[src/design/spd_pkg.sv]
`timescale 1ns / 1ps
// Shared types and constants for the sheared periodic pair distance pipeline.
// No dependencies.
package spd_pkg;

    localparam int CFG_IDX_W  = 2;
    localparam int CFG_DATA_W = 32;

    localparam int LEN_W   = 31;
    localparam int RECIP_W = 32;
    localparam int GAMMA_W = 32;
    localparam int OUT_W   = 32;

    // image offset magnitude kept after the cap check, shear shift after its cap check
    localparam int OFF_W  = 53;
    localparam int SM_W   = 51;
    localparam int COMP_W = 32;
    localparam int SQ_W   = 64;

    localparam logic [63:0] OFFSET_CAP = 64'h0010_0000_0000_0000;
    localparam logic [63:0] SHIFT_CAP  = 64'h0004_0000_0000_0000;

    localparam logic [CFG_IDX_W-1:0] REG_BOX_LENGTH = 2'd0;
    localparam logic [CFG_IDX_W-1:0] REG_BOX_RECIP  = 2'd1;
    localparam logic [CFG_IDX_W-1:0] REG_SHEAR      = 2'd2;

    localparam logic [LEN_W-1:0]   LEN_RESET   = 31'd65536;
    localparam logic [RECIP_W-1:0] RECIP_RESET = 32'hFFFF_FFFF;

    typedef struct packed {
        logic [LEN_W-1:0]   box_length;
        logic [RECIP_W-1:0] recip;
        logic [GAMMA_W-1:0] gamma_mag;
        logic               gamma_neg;
    } cfg_t;

endpackage

[src/design/spd_sqrt.sv]
`timescale 1ns / 1ps
// Pipelined floor square root of a 64-bit sum, one root bit per stage; all ones when in_over is set.
// Depends on spd_pkg.
module spd_sqrt (
    input  logic                      aclk,
    input  logic                      aresetn,
    input  logic                      en,
    input  logic                      in_valid,
    input  logic [spd_pkg::SQ_W-1:0]  radicand,
    input  logic                      in_over,
    output logic                      out_valid,
    output logic [spd_pkg::OUT_W-1:0] root,
    output logic                      out_over
);
    import spd_pkg::*;

    localparam int NSTG  = OUT_W;
    localparam int REM_W = OUT_W + 4;

    logic [SQ_W-1:0]  v_reg   [NSTG-1];
    logic [REM_W-1:0] rem_reg [NSTG-1];
    logic [OUT_W-1:0] q_reg   [NSTG];
    logic             vld_reg [NSTG];
    logic             ov_reg  [NSTG];

    for (genvar k = 0; k < NSTG; k++) begin : g_stage
        logic [SQ_W-1:0]  v_in;
        logic [REM_W-1:0] rem_in;
        logic [OUT_W-1:0] q_in;
        logic             vld_in;
        logic             ov_in;
        logic [REM_W-1:0] rem_sh;
        logic [REM_W-1:0] trial;
        logic [REM_W-1:0] rem_next;
        logic [OUT_W-1:0] q_next;
        logic             take;

        if (k == 0) begin : g_head
            assign v_in   = radicand;
            assign rem_in = '0;
            assign q_in   = '0;
            assign vld_in = in_valid;
            assign ov_in  = in_over;
        end else begin : g_body
            assign v_in   = v_reg[k-1];
            assign rem_in = rem_reg[k-1];
            assign q_in   = q_reg[k-1];
            assign vld_in = vld_reg[k-1];
            assign ov_in  = ov_reg[k-1];
        end

        always_comb begin
            rem_sh   = {rem_in[REM_W-3:0], v_in[SQ_W-1 -: 2]};
            trial    = {2'b00, q_in, 2'b01};
            take     = (rem_sh >= trial);
            rem_next = take ? (rem_sh - trial) : rem_sh;
            q_next   = {q_in[OUT_W-2:0], take};
        end

        always_ff @(posedge aclk) begin
            if (!aresetn) begin
                vld_reg[k] <= 1'b0;
            end else if (en) begin
                vld_reg[k] <= vld_in;
            end
        end

        always_ff @(posedge aclk) begin
            if (en) begin
                q_reg[k]  <= q_next;
                ov_reg[k] <= ov_in;
            end
        end

        if (k < NSTG - 1) begin : g_carry
            always_ff @(posedge aclk) begin
                if (en) begin
                    v_reg[k]   <= v_in << 2;
                    rem_reg[k] <= rem_next;
                end
            end
        end
    end

    assign out_valid = vld_reg[NSTG-1];
    assign out_over  = ov_reg[NSTG-1];
    assign root      = q_reg[NSTG-1] | {OUT_W{ov_reg[NSTG-1]}};

endmodule

[config.mk]
export PLATFORM = sky130hd
export DESIGN_NAME = spd_sqrt
export DESIGN_NICKNAME = d
export VERILOG_FILES = /design/src/design/spd_pkg.sv /design/src/design/spd_sqrt.sv
export SDC_FILE = /design/constraint.sdc
export NUM_CORES = 2
export LEC_CHECK = 0
export BUFFER_PORTS_ARGS = -buffer_cell sky130_fd_sc_hd__buf_4
export CORE_AREA = 2 2 453 455
export DETAILED_ROUTE_END_ITERATION = 6
export DIE_AREA = 0 0 455 457
export PLACE_DENSITY = 0.75
export SLEW_MARGIN = 40
export SYNTH_ARGS = -nofsm -noshare
export SYNTH_HDL_FRONTEND = slang
export SYNTH_MEMORY_MAX_BITS = 65536
export SYNTH_SLANG_ARGS = --single-unit
[constraint.sdc]
create_clock -name aclk -period 9.95 [get_ports aclk]
set_input_delay 2.985 -clock aclk [delete_from_list [all_inputs] [get_ports aclk]]
set_output_delay 2.985 -clock aclk [all_outputs]
set_load 0.03 [all_outputs]
==> flow_summary.toml <==
[timing]
setup_violations = 0
setup_ws_ns = 4.77
hold_ws_ns = 0.383
tns_ns = 0
period_share_pct = 52.1
slew_viol_final = 0
worst_slew_pin_slew_ns = 1.03
max_slew_margin_pct = 31.1
fmax_ghz = 0.193
rsz0062_at_grt = "no"
final.min_clock_period_ns = 5.18
hold_viol_final = 0
finalClockSkew_ns = 0.0616

[synthesis]
synth_area_per_cell_um2 = 13.1
syn-num-nets = 9770
synth_area_um2 = 119000
yosys.area.top_type = "edfxtp_1"
ys_seq_elements = 2587
yosys-top-cells-area = "edfxtp_1 (65%), ha_1 (5.9%), xnor2_1 (3.3%), xor2_1 (3.0%), a21oi_1 (2.3%)"
yosysSeqAreaShare_pct = 65.1
synthArstFlopShare_pct = 0
ys_types = 98
synth_edf_count = 2586
yosys_warnings = 0
syn_inst = 9139
synth_flop_cell = "edfxtp_1"
synth.top_cell.area_share_pct = 65.1

[die]
die_h_um = 457
core-area_um2 = 203000
die_area_um2 = 208000
die-width_um = 455
rows = 166
start_util_pct = 58.7
io_pins = 103

[grt]
grtUsageTotal_pct = 22.0
grt_first_pass_wirelength_mm = 365
antenna_found_initial = 3
grt_pass1_vias = 70200
grt_max_degree = 195
grt-ovfl-total = 0

[worst_setup_path]
path_buf_inv = 2
worst_setup_path_end_kind = "primary output"
worstSetupPathType = "reg -> out"
crit_required_ns = 6.97
worstPathArrival_ns = 2.19
worstPathMaxFanout = 21
start_kind = "flop"
path_cells = "buf_8 > or2_2 > buf_4"
critical_path.max_stage_delay_ns = 0.58
critPathTopFamily = "flip-flops"
crit_slowest_cell = "edfxtp_1"

[route]
avgRoutedWirePerCell_um = 18.8
vias_per_cell = 5.80
drt-initial-drc-count = 6404
drc_errors = 3
wirelength_mm = 231
ant_nets = 0
drt_first_pass_iters = 7
dr_total_vias = 71200

[placement]
place_inst = 11800
pre_cts_ws_ns = 4.55
gp_congestion = 0.953
hpwl_mm = 164
io_buffers = 102

[outcome]
status = "finished, violations left"
violations = "design-rule violations"

[final_layout]
largest_reg_flops = 1003
drive_gt1_share_pct = 7.69
final_cells = 12300
mostFrequentLayoutCell = "edfxtp_1"
final_net_count = 10000
syn_to_final_growth_pct = 11.0
layout_common_cells = "edfxtp_1 (2,586), inv_1 (684), nand2_1 (654)"

[clock_tree]
cts_resized = 0
postCtsSetupRepairBufs = 0
root_buffer = "clkbuf_16"
cts_made_buffers = 285
cts_buffer_depth = 4
cts_tree = "yes"
cts.sinks = 2587
clk_pin_slew_worst_paths_ns = 0.06
clk_latency_ns = 0.93
cts_max_level = 5
hold_buffers = 0

[min_path]
hold_class = "reg -> reg"

[power]
p_leak_nw = 50.8
powerDensity_nw_per_um2 = 231
ir_drop_mv = 0.201

[run]
max-cap-violations = 0
==> Yosys cell counts (10+ instances only) <==
cell type and n:
a2111oi_0 18, a211o_1 10, a211oi_1 44, a21boi_0 23, a21o_1 262, a21oi_1 551, a31o_2 14, a31oi_1 43
and2_1 22, and3_1 71, and4_1 17, buf_1 13, buf_2 11, clkbuf_1 157, edfxtp_1 2586, ha_1 562
inv_1 684, mux2_2 59, mux2i_1 10, nand2_1 655, nand2b_1 125, nand3_1 151, nand3b_1 21, nand4_1 103
nand4b_1 15, nor2_1 522, nor2b_1 86, nor3_1 203, nor4_1 119, o2111ai_1 10, o211ai_1 24, o21a_1 97
o21ai_0 491, o21bai_1 48, o22ai_1 11, o31a_1 11, o31ai_1 46, o41ai_1 12, or2_2 77, or3_1 96
or4_1 52, xnor2_1 445, xor2_1 410
==> metal layers <==
| metal | vias to the layer above | GRT usage [%] | wire (um) |
|---|---|---|---|
| met4 | 2 | 10.5 | 11200 |
| met3 | 667 | 2.99 | 10400 |
| li1 | 34300 | - | - |
| met1 | 34200 | 27.2 | 92900 |
| met5 | - | 0 | 13 |
| met2 | 2049 | 38.2 | 116000 |
==> cell type report <==
type | instances | area [um2]
clock inverter | 142 | 1390
sequential | 2587 | 77700
clock buffer | 340 | 7440
multi-input combinational | 5683 | 38500
timing repair buffer | 155 | 1510
antenna | 2 | 5.00
inverter | 687 | 2580
fill | 14400 | 70800
tap | 2688 | 3360
==> worst paths after layout <==
| path | slack, ns | end | depth (start not counted) | startpoint |
|---|---|---|---|---|
| max | 4.77 | root[8] | 3 | ov_reg[15][1] |
| min | 0.38 | v_reg[8][47] | 0 | v_reg[7][45] |
| max reg2reg | 5.59 | rem_reg[19][33] | 13 | rem_reg[18][0] |
| min reg2reg | 0.38 | v_reg[8][47] | 0 | v_reg[7][45] |
==> logic make-up (layout without fill, tap and decap cells) <==
group	Yosys count	in the layout	synth area share [%]
xor+xnor	856	856	6.29
simple gates	2389	2389	9.98
compound gates	1806	1806	9.36
flops	2587	2587	65.1
mux	69	69	0.641
fa+ha+maj	562	562	5.89
other cells	1	3	0.00314
buf+inv	869	1324	2.75
==> where the power goes <==
| part | switching (mW) | internal (mW) | total, mW |
|---|---|---|---|
| logic | 3.45 | 2.51 | 5.96 |
| registers | 0.886 | 13.8 | 14.6 |
| clock network | 4.02 | 5.99 | 10.0 |
| total | 8.36 | 22.2 | 30.6 |
==> metrics by stage <==
stage / utilization, % / area [um2] / power, mW
after global placement: 60.7 / 123000 / 20.5
after detailed placement: 60.7 / 124000 / 20.7
after global routing: 65.2 / 133000 / 32.0
after CTS: 65.1 / 132000 / 30.8
final: 65.2 / 133000 / 30.6
after floorplan: - / 119000 / 18.9
Power figures use the tool's default switching activity.
