--- config.mk ---
export PLATFORM = sky130hd
export DESIGN_NAME = spd_cfg
export DESIGN_NICKNAME = d
export VERILOG_FILES = /design/src/design/spd_pkg.sv /design/src/design/spd_cfg.sv
export SDC_FILE = /design/constraint.sdc
export NUM_CORES = 1
export LEC_CHECK = 0
export CAP_MARGIN = 0
export CORE_UTILIZATION = 50
export CTS_CLUSTER_SIZE = 20
export DETAILED_ROUTE_END_ITERATION = 8
export DONT_BUFFER_PORTS = 1
export GPL_ROUTABILITY_DRIVEN = 0
export HOLD_SLACK_MARGIN = 0.08
export PLACE_DENSITY_LB_ADDON = 0.12
export SYNTH_ARGS = -nofsm -noshare
export SYNTH_HDL_FRONTEND = slang
export SYNTH_SLANG_ARGS = --single-unit
--- constraint.sdc ---
create_clock -name aclk -period 2.79 [get_ports aclk]
set_input_delay 0.558 -clock aclk [delete_from_list [all_inputs] [get_ports aclk]]
set_output_delay 0.558 -clock aclk [all_outputs]
set_load 0.005 [all_outputs]
--- src/design/spd_pkg.sv ---
`timescale 1ns / 1ps
// Shared types and constants for the sheared periodic pair distance pipeline.
// No dependencies.
package spd_pkg;

    localparam int CFG_IDX_W  = 2;
    localparam int CFG_DATA_W = 32;

    localparam int LEN_W   = 31;
    localparam int RECIP_W = 32;
    localparam int GAMMA_W = 32;
    localparam int OUT_W   = 32;

    // image offset magnitude kept after the cap check, shear shift after its cap check
    localparam int OFF_W  = 53;
    localparam int SM_W   = 51;
    localparam int COMP_W = 32;
    localparam int SQ_W   = 64;

    localparam logic [63:0] OFFSET_CAP = 64'h0010_0000_0000_0000;
    localparam logic [63:0] SHIFT_CAP  = 64'h0004_0000_0000_0000;

    localparam logic [CFG_IDX_W-1:0] REG_BOX_LENGTH = 2'd0;
    localparam logic [CFG_IDX_W-1:0] REG_BOX_RECIP  = 2'd1;
    localparam logic [CFG_IDX_W-1:0] REG_SHEAR      = 2'd2;

    localparam logic [LEN_W-1:0]   LEN_RESET   = 31'd65536;
    localparam logic [RECIP_W-1:0] RECIP_RESET = 32'hFFFF_FFFF;

    typedef struct packed {
        logic [LEN_W-1:0]   box_length;
        logic [RECIP_W-1:0] recip;
        logic [GAMMA_W-1:0] gamma_mag;
        logic               gamma_neg;
    } cfg_t;

endpackage

--- src/design/spd_cfg.sv ---
`timescale 1ns / 1ps
// Configuration register file: box length, reciprocal and shear strain.
// Depends on spd_pkg.
module spd_cfg (
    input  logic                          aclk,
    input  logic                          aresetn,
    input  logic                          cfg_wr_en,
    input  logic [spd_pkg::CFG_IDX_W-1:0]  cfg_index,
    input  logic [spd_pkg::CFG_DATA_W-1:0] cfg_wdata,
    output spd_pkg::cfg_t                 cfg
);
    import spd_pkg::*;

    logic [LEN_W-1:0]   len_reg;
    logic [RECIP_W-1:0] recip_reg;
    logic [GAMMA_W-1:0] gamma_reg;
    logic [GAMMA_W-1:0] gamma_mag_reg;
    logic [GAMMA_W-1:0] gamma_mag_next;

    always_ff @(posedge aclk) begin
        if (!aresetn) begin
            len_reg   <= LEN_RESET;
            recip_reg <= RECIP_RESET;
            gamma_reg <= '0;
        end else if (cfg_wr_en) begin
            unique case (cfg_index)
                REG_BOX_LENGTH: len_reg   <= cfg_wdata[LEN_W-1:0];
                REG_BOX_RECIP:  recip_reg <= cfg_wdata[RECIP_W-1:0];
                REG_SHEAR:      gamma_reg <= cfg_wdata[GAMMA_W-1:0];
                default: ;
            endcase
        end
    end

    assign gamma_mag_next = gamma_reg[GAMMA_W-1] ? (~gamma_reg + 1'b1) : gamma_reg;

    always_ff @(posedge aclk) begin
        if (!aresetn) begin
            gamma_mag_reg <= '0;
        end else begin
            gamma_mag_reg <= gamma_mag_next;
        end
    end

    assign cfg.box_length = len_reg;
    assign cfg.recip      = recip_reg;
    assign cfg.gamma_mag  = gamma_mag_reg;
    assign cfg.gamma_neg  = gamma_reg[GAMMA_W-1];

endmodule

==> impl_results.md, run 1 <==
- Yosys warning total: 0
- Final HPWL from detailed placement: 8.42 mm
- Die boundary height: 101 µm
- Maximum VDD drop: 367 µV
- Count of clock tree sinks: 127
- Per-cell routed wire length: 17.1 µm
- Max Buffers Root-to-Sink: 2
- Final core occ: 59.0%
- Post-layout net count: 629
- Final max-slew violation count: 0
- Measured slew at the worst slew-check pin: 0.713 ns
- Start point of the worst hold path: aresetn
- Combined flip-flop and latch cell area: 2540 µm²
- Upper clock frequency limit: 0.413 GHz
- Category of the critical setup timing path: flop to flop
- Multi-input gate area: 2200 µm²
- Total gr overflow: 0
- R2R Path Start: gamma_reg[2]
- CTS root buffer: clkbuf_8
- Largest net degree at the start of global routing: 67
- Post-cts hold buffer count: 0
- Nets in the synthesized netlist: 647
- # H-tree levels: 4
- Post-cts repair resize count: 0
- Worst setup slack before clock tree synthesis: 0.398 ns
- Uppermost metal layer occupied by signal nets: met4
- Max-capacitance violation count: 0
- Layout cells sized above 1: 9.29%
- CP Launch Point: gamma_reg[2]
- Die Area: 10,300 µm²
- Die width: 101 µm
- Worst slew slack as a fraction of its limit: 52.4%
- RSZ-0062 raised after global routing: no
- Post-synthesis cell count: 608
- Cells along the critical path: or4_1 -> or4_4 -> or4_4 -> nor3_2
- Cell accounting for the most synthesized area: dfxtp_1
- Routed met2 length: 5.61 mm
- Antenna-violating nets left: 0
- CP required: 3.23 ns
- Layout-stage area growth over the synthesis result: 12.6%
- Tot Pwr: 4.34 mW
- Number of filler instances in the final layout: 879
- Hold Vio Cnt, Final: 0
- Post-synth top flop: dfxtp_1
- Cell mode on critical path: or4_4
- Residual DRC count: 0
- Portion of synthesized cell area occupied by the leading cell type: 51.5%
- CP max FO: 11
- Post-synthesis instance area: 4940 µm²
- Portion of the clock cycle consumed by the worst path in the final layout: 86.7%
- Number of enable flip-flop cells after synthesis: 0
- Vias in the first global route: 3,808
- Endpoint class of the critical path: flop
- Total power density per cell area: 780 nW/µm²
- Worst clock skew: 0.00964 ns
- Seq cells post-synth: 127
- Crit path time final: 2.42 ns
- Vias per cell: 5.52
- Starting utilization of the core area: 52.4%
- Clock slew seen by the registers of the worst setup and hold paths: 0.06 ns
- Antenna diodes: 0
- Antenna violations before repair: 0
- Vias: 4,039
- Cell with the largest stage delay on the worst path: or4_1
- Wire length of the first global-routing pass: 20.0 mm
- Setup fix buffers added after clock tree synthesis: 0
- Startpoint types: flop
- Static leakage: 2.24 nW
- Setup TNS after final layout: 0 ns
- Buffers on Ports: 0
- Total clock buffers created by CTS: 17
- Core Rows: 35
- Share of the yosys chip area belonging to registers: 51.5%
- Leading cell types by total area after synthesis: dfxtp_1 (52%), nand2_1 (16%), a21oi_1 (7.2%), mux2i_1 (3.4%), nand3_1 (3.4%)
- TritonCTS clock tree: built
- Result of the run: finished, final reports clean
- Ys async rst share: 0%
- Placeable Area: 9420 µm²
- Count of routing violations after the opening detailed-route iteration: 181
- Combined global-route utilization of all metal layers: 25.7%
- Post-layout worst setup margin: 0.371 ns
- Length of the first detailed-routing pass in iterations: 6
- Worst skew pair latency: 0.52 ns
- I/O pin count: 133
- Detailed-routing wirelength on met1: 5.58 mm
- Routed Wire Length: 12.5 mm
- Arrival time at the worst endpoint: 2.86 ns
- Worst hold-check path type: primary input to flop
- Final setup violation count: 0
- Synthesized area per cell: 8.12 µm²
- Worst stage delay on the critical path: 0.73 ns
- Number of distinct library cells after synthesis: 36
- Met3 Routed Length: 1.06 mm
==> cell usage after synthesis (2+ instances only) <==
| cell type | number |
|---|---|
| nor4_1 | 3 |
| or2_2 | 3 |
| or3_1 | 6 |
| o31ai_1 | 7 |
| nand2_1 | 207 |
| nor3_1 | 2 |
| clkbuf_1 | 40 |
| mux2i_1 | 17 |
| nand3_1 | 34 |
| o41ai_1 | 6 |
| o21ai_0 | 4 |
| or4b_2 | 2 |
| inv_1 | 5 |
| xnor2_1 | 3 |
| nand2b_1 | 16 |
| a21oi_1 | 71 |
| o41ai_2 | 2 |
| dfxtp_1 | 127 |
| buf_2 | 2 |
| or4_1 | 9 |
| xor2_1 | 8 |
| ha_1 | 2 |
| nor2_1 | 17 |
| or4_4 | 3 |
==> layout make-up <==
type / count / area share [%]
clock inverters: 15 / 2.93
clock buffers: 17 / 7.45
flip-flops and latches: 127 / 45.7
inverters: 6 / 0.405
well taps: 129 / 2.90
multi-input cells: 430 / 39.5
repair buffers: 8 / 1.08
==> layer usage <==
layer / up-vias / global-route usage (%)
met2: 159 / 37.9
li1: 1983 / -
met5: - / 0
met3: 20 / 10.5
met4: 0 / 11.4
met1: 1877 / 33.1
==> stage by stage <==
stage	instance area (µm²)	hold WS, ns	cells
2_1_floorplan	4940	0.444	608
3_3_place_gp	4980	0.467	700
5_1_grt	5560	0.0999	732
6_report	5560	0.142	732
4_1_cts	5560	0.0994	732
3_5_place_dp	4980	0.469	700
==> power by group <==
group / leakage [nW] / total [mW] / internal, mW / switching (mW)
sequential: 1.03 / 1.94 / 1.88 / 0.0602
combinational: 0.929 / 0.270 / 0.105 / 0.165
clock: 0.275 / 2.12 / 1.28 / 0.843
==> logic make-up (layout without fill, tap and decap cells) <==
kind of cell / count (synthesis) / count (layout) / synth area share, %
compound gates: 93 / 93 / 10.9
flops: 127 / 127 / 51.5
fa+ha+maj: 2 / 2 / 0.507
xor+xnor: 11 / 11 / 1.95
buf+inv: 51 / 46 / 4.16
mux: 17 / 17 / 3.45
simple gates: 307 / 307 / 27.6
==> worst paths after layout <==
kind                        to  slack [ns]  cells past startpoint
max          gamma_mag_reg[31]        0.37                      4
min               recip_reg[9]        0.14                      1
max reg2reg  gamma_mag_reg[31]        0.37                      4
min reg2reg        len_reg[15]        0.47                      2
==> layout by cell type, fill, tap and decap left out, types with 7 or more instances in the layout <==
cell,synthesis,layout
nand2b_1,16,16
or4_1,9,9
nor2_1,17,16
nand3_1,34,34
dfxtp_1,127,127
o31ai_1,7,7
clkbuf_16,0,16
xor2_1,8,8
buf_4,1,8
nand2_1,207,207
a21oi_1,71,71
mux2i_1,17,17
==> critical path, delay by kind of cell, from the launching register on <==
family,cells,cell delay (ns)
AND/OR/NAND/NOR,4,1.99
flip-flops,1,0.36
No activity file was read; power rests on OpenSTA's default activity.
==> run 2: changes to the inputs <==
Settings changed: CAP_MARGIN 0 to 20, CTS_CLUSTER_SIZE 20 to 40, REMOVE_ABC_BUFFERS from default to 1.
==> run 2 against run 1 <==
Effect of this change: fmax down 1.2%; via count fell by 1.6%; non-clock buffer count did not move; die area unchanged; global-route usage decreased by 0.88 points; cell area is 0.25% higher; worst setup slack got worse by 0.030 ns; wire length shrank 1.9%; critical path depth unchanged; clock power rose by 3%; sequential power about the same; critical endpoint is now gamma_mag_reg[29]; critical path type unchanged; sequential share of layout area is 0.11 points lower.
==> impl_results.md, run 2 (same netlist as run 1, synthesis figures left out) <==
- Start point of the worst hold path: aresetn
- Worst clock skew: 0.0105 ns (+0.000862 ns)
- Detailed-routing wirelength on met1: 5.27 mm (-5.5%)
- Placeable Area: 9420 µm² (unchanged)
- Worst stage delay on the critical path: 0.73 ns (about the same)
- # H-tree levels: 4 (unchanged)
- Most common cell after layout, fill and taps aside: nand2_1
- Layout-stage area growth over the synthesis result: 12.9%
- Logic depth of the worst register-to-register path: 4 (unchanged)
- Post-cts hold buffer count: 0 (unchanged)
- Worst reg2reg endpoint: gamma_mag_reg[29]
- Setup fix buffers added after clock tree synthesis: 0 (unchanged)
- Max Buffers Root-to-Sink: 2 (unchanged)
- CTS root buffer: clkbuf_8
- Die boundary height: 101 µm (unchanged)
- Top cell family by delay on the critical path: simple AND/OR/NAND/NOR gates
- Per-cell routed wire length: 16.8 µm (-1.7%)
- Core Rows: 35 (unchanged)
- Final setup violation count: 0 (unchanged)
- Clock slew seen by the registers of the worst setup and hold paths: 0.06 ns (about the same)
- Antenna diodes: 0 (unchanged)
- Buffers on Ports: 0 (unchanged)
- Met3 Routed Length: 974 µm (-8.3%)
- Vias per cell: 5.44 (-1.4%)
- Wire length of the first global-routing pass: 19.5 mm (-2.5%)
- Final HPWL from detailed placement: 7.72 mm (-8.3%)
- RSZ-0062 raised after global routing: no
- Max-capacitance violation count: 0 (unchanged)
- Routed met2 length: 5.88 mm (+4.8%)
- Tot Pwr: 4.40 mW (+1.4%)
- Arrival time at the worst endpoint: 2.88 ns (+0.02 ns)
- Sink of the worst hold path: recip_reg[30]
- Cell with the largest stage delay on the worst path: or4_1
- Count of clock tree sinks: 127 (unchanged)
- I/O pin count: 133 (unchanged)
- Post-layout net count: 629 (unchanged)
- Upper clock frequency limit: 0.408 GHz (-1.2%)
- Total power density per cell area: 790 nW/µm² (+1.2%)
- Starting utilization of the core area: 52.4% (unchanged)
- Post-cts repair resize count: 0 (unchanged)
- Vias: 3,973 (-1.6%)
- Cell total after placement: 700 (unchanged)
- Measured slew at the worst slew-check pin: 0.744 ns (+0.0314 ns)
- Total clock buffers created by CTS: 17 (unchanged)
- Endpoint class of the critical path: flop
- Die Area: 10,300 µm² (unchanged)
- CP max FO: 11 (unchanged)
- Crit path time final: 2.45 ns (+0.0304 ns)
- Maximum VDD drop: 427 µV (+16%)
- Total gr overflow: 0 (unchanged)
- Combined global-route utilization of all metal layers: 24.8% (-0.88 points)
- Count of routing violations after the opening detailed-route iteration: 239 (+32%)
- Worst hold-check path type: primary input to flop
- Hold Vio Cnt, Final: 0 (unchanged)
- Commonest cells after routing, fill and taps aside: nand2_1 (207), dfxtp_1 (127), a21oi_1 (71)
- Number of cells in the finished layout apart from fillers: 730 (-0.27%)
- R2R Path Start: gamma_reg[2]
- Category of the critical setup timing path: flop to flop
- Static leakage: 2.25 nW (+0.48%)
- Layout cells sized above 1: 8.32% (-0.97 points)
- Worst Hold Path Cells: 1 (unchanged)
- Setup TNS after final layout: 0 ns (unchanged)
- Length of the first detailed-routing pass in iterations: 4 (-2)
- Largest net degree at the start of global routing: 67 (unchanged)
- Worst skew pair latency: 0.51 ns (about the same)
- Startpoint types: flop
- Worst slew slack as a fraction of its limit: 50.4% (-2.0 points)
- Number of filler instances in the final layout: 859 (-2.3%)
- Antenna violations before repair: 0 (unchanged)
- Residual DRC count: 0 (unchanged)
- Vias in the first global route: 3,897 (+2.3%)
- Portion of the clock cycle consumed by the worst path in the final layout: 87.8% (+1.1 points)
- TritonCTS clock tree: built
- Placed standard-cell area: 4990 µm² (+0.25%)
- Uppermost metal layer occupied by signal nets: met4
- Slack of the worst reg-to-reg path: 0.34 ns (-0.03 ns)
- Routed Wire Length: 12.3 mm (-1.9%)
- CP required: 3.22 ns (about the same)
- Combined buffer and inverter count along the critical path: 0 (unchanged)
- Cells along the critical path: or4_1 -> or4_4 -> o31ai_1 -> mux2i_1
- Antenna-violating nets left: 0 (unchanged)
- Result of the run: finished, final reports clean
- Die width: 101 µm (unchanged)
- Final max-slew violation count: 0 (unchanged)
- Final non-filler cell area: 5570 µm² (+0.25%)
-- run 2: changes by cell type in the layout (fill, tap and decap cells not counted), sizes merged --
cell	delta
clkbuf	+7
clkinv	-4
inv	-4
clkinvlp	-2
bufinv	+1
-- run 2: stage by stage --
step	hold slack [ns]	utilization [%]	worst slack, ns
6_report	0.118	59.2	0.341
5_1_grt	0.0981	59.2	0.255
4_1_cts	0.0957	59.2	0.350
3_5_place_dp	0.467	53.0	0.374
3_3_place_gp	0.462	53.0	0.417
2_1_floorplan	0.444	-	0.183
-- run 2: worst max-delay path by stage --
stage,from,endpoint,cells past startpoint
6_report,gamma_reg[2],gamma_mag_reg[29],4
3_5_place_dp,gamma_reg[2],gamma_mag_reg[31],4
5_1_grt,gamma_reg[2],gamma_mag_reg[29],4
4_1_cts,gamma_reg[2],gamma_mag_reg[31],4
3_3_place_gp,gamma_reg[2],gamma_mag_reg[31],4
2_1_floorplan,cfg_index[1],len_reg[0],3
-- run 2: final cells by class --
class	count	area (µm²)	area share, %
Timing Repair Buffer	8	72.6	1.30
Tap cell	129	161	2.90
Inverter	6	22.5	0.404
Multi-Input combinational cell	430	2200	39.4
Clock buffer	24	470	8.44
Clock inverter	6	108	1.93
Sequential cell	127	2540	45.6
-- run 2: layer usage --
metal | up-vias | GRT usage [%]
li1 | 1981 | -
met4 | 0 | 8.81
met1 | 1857 | 30.0
met3 | 14 | 8.70
met2 | 121 | 41.1
met5 | - | 0
-- run 2: where the power goes --
part	internal (mW)	total (mW)	switching [mW]
registers	1.89	1.94	0.0563
logic	0.107	0.279	0.172
clock network	1.42	2.18	0.760
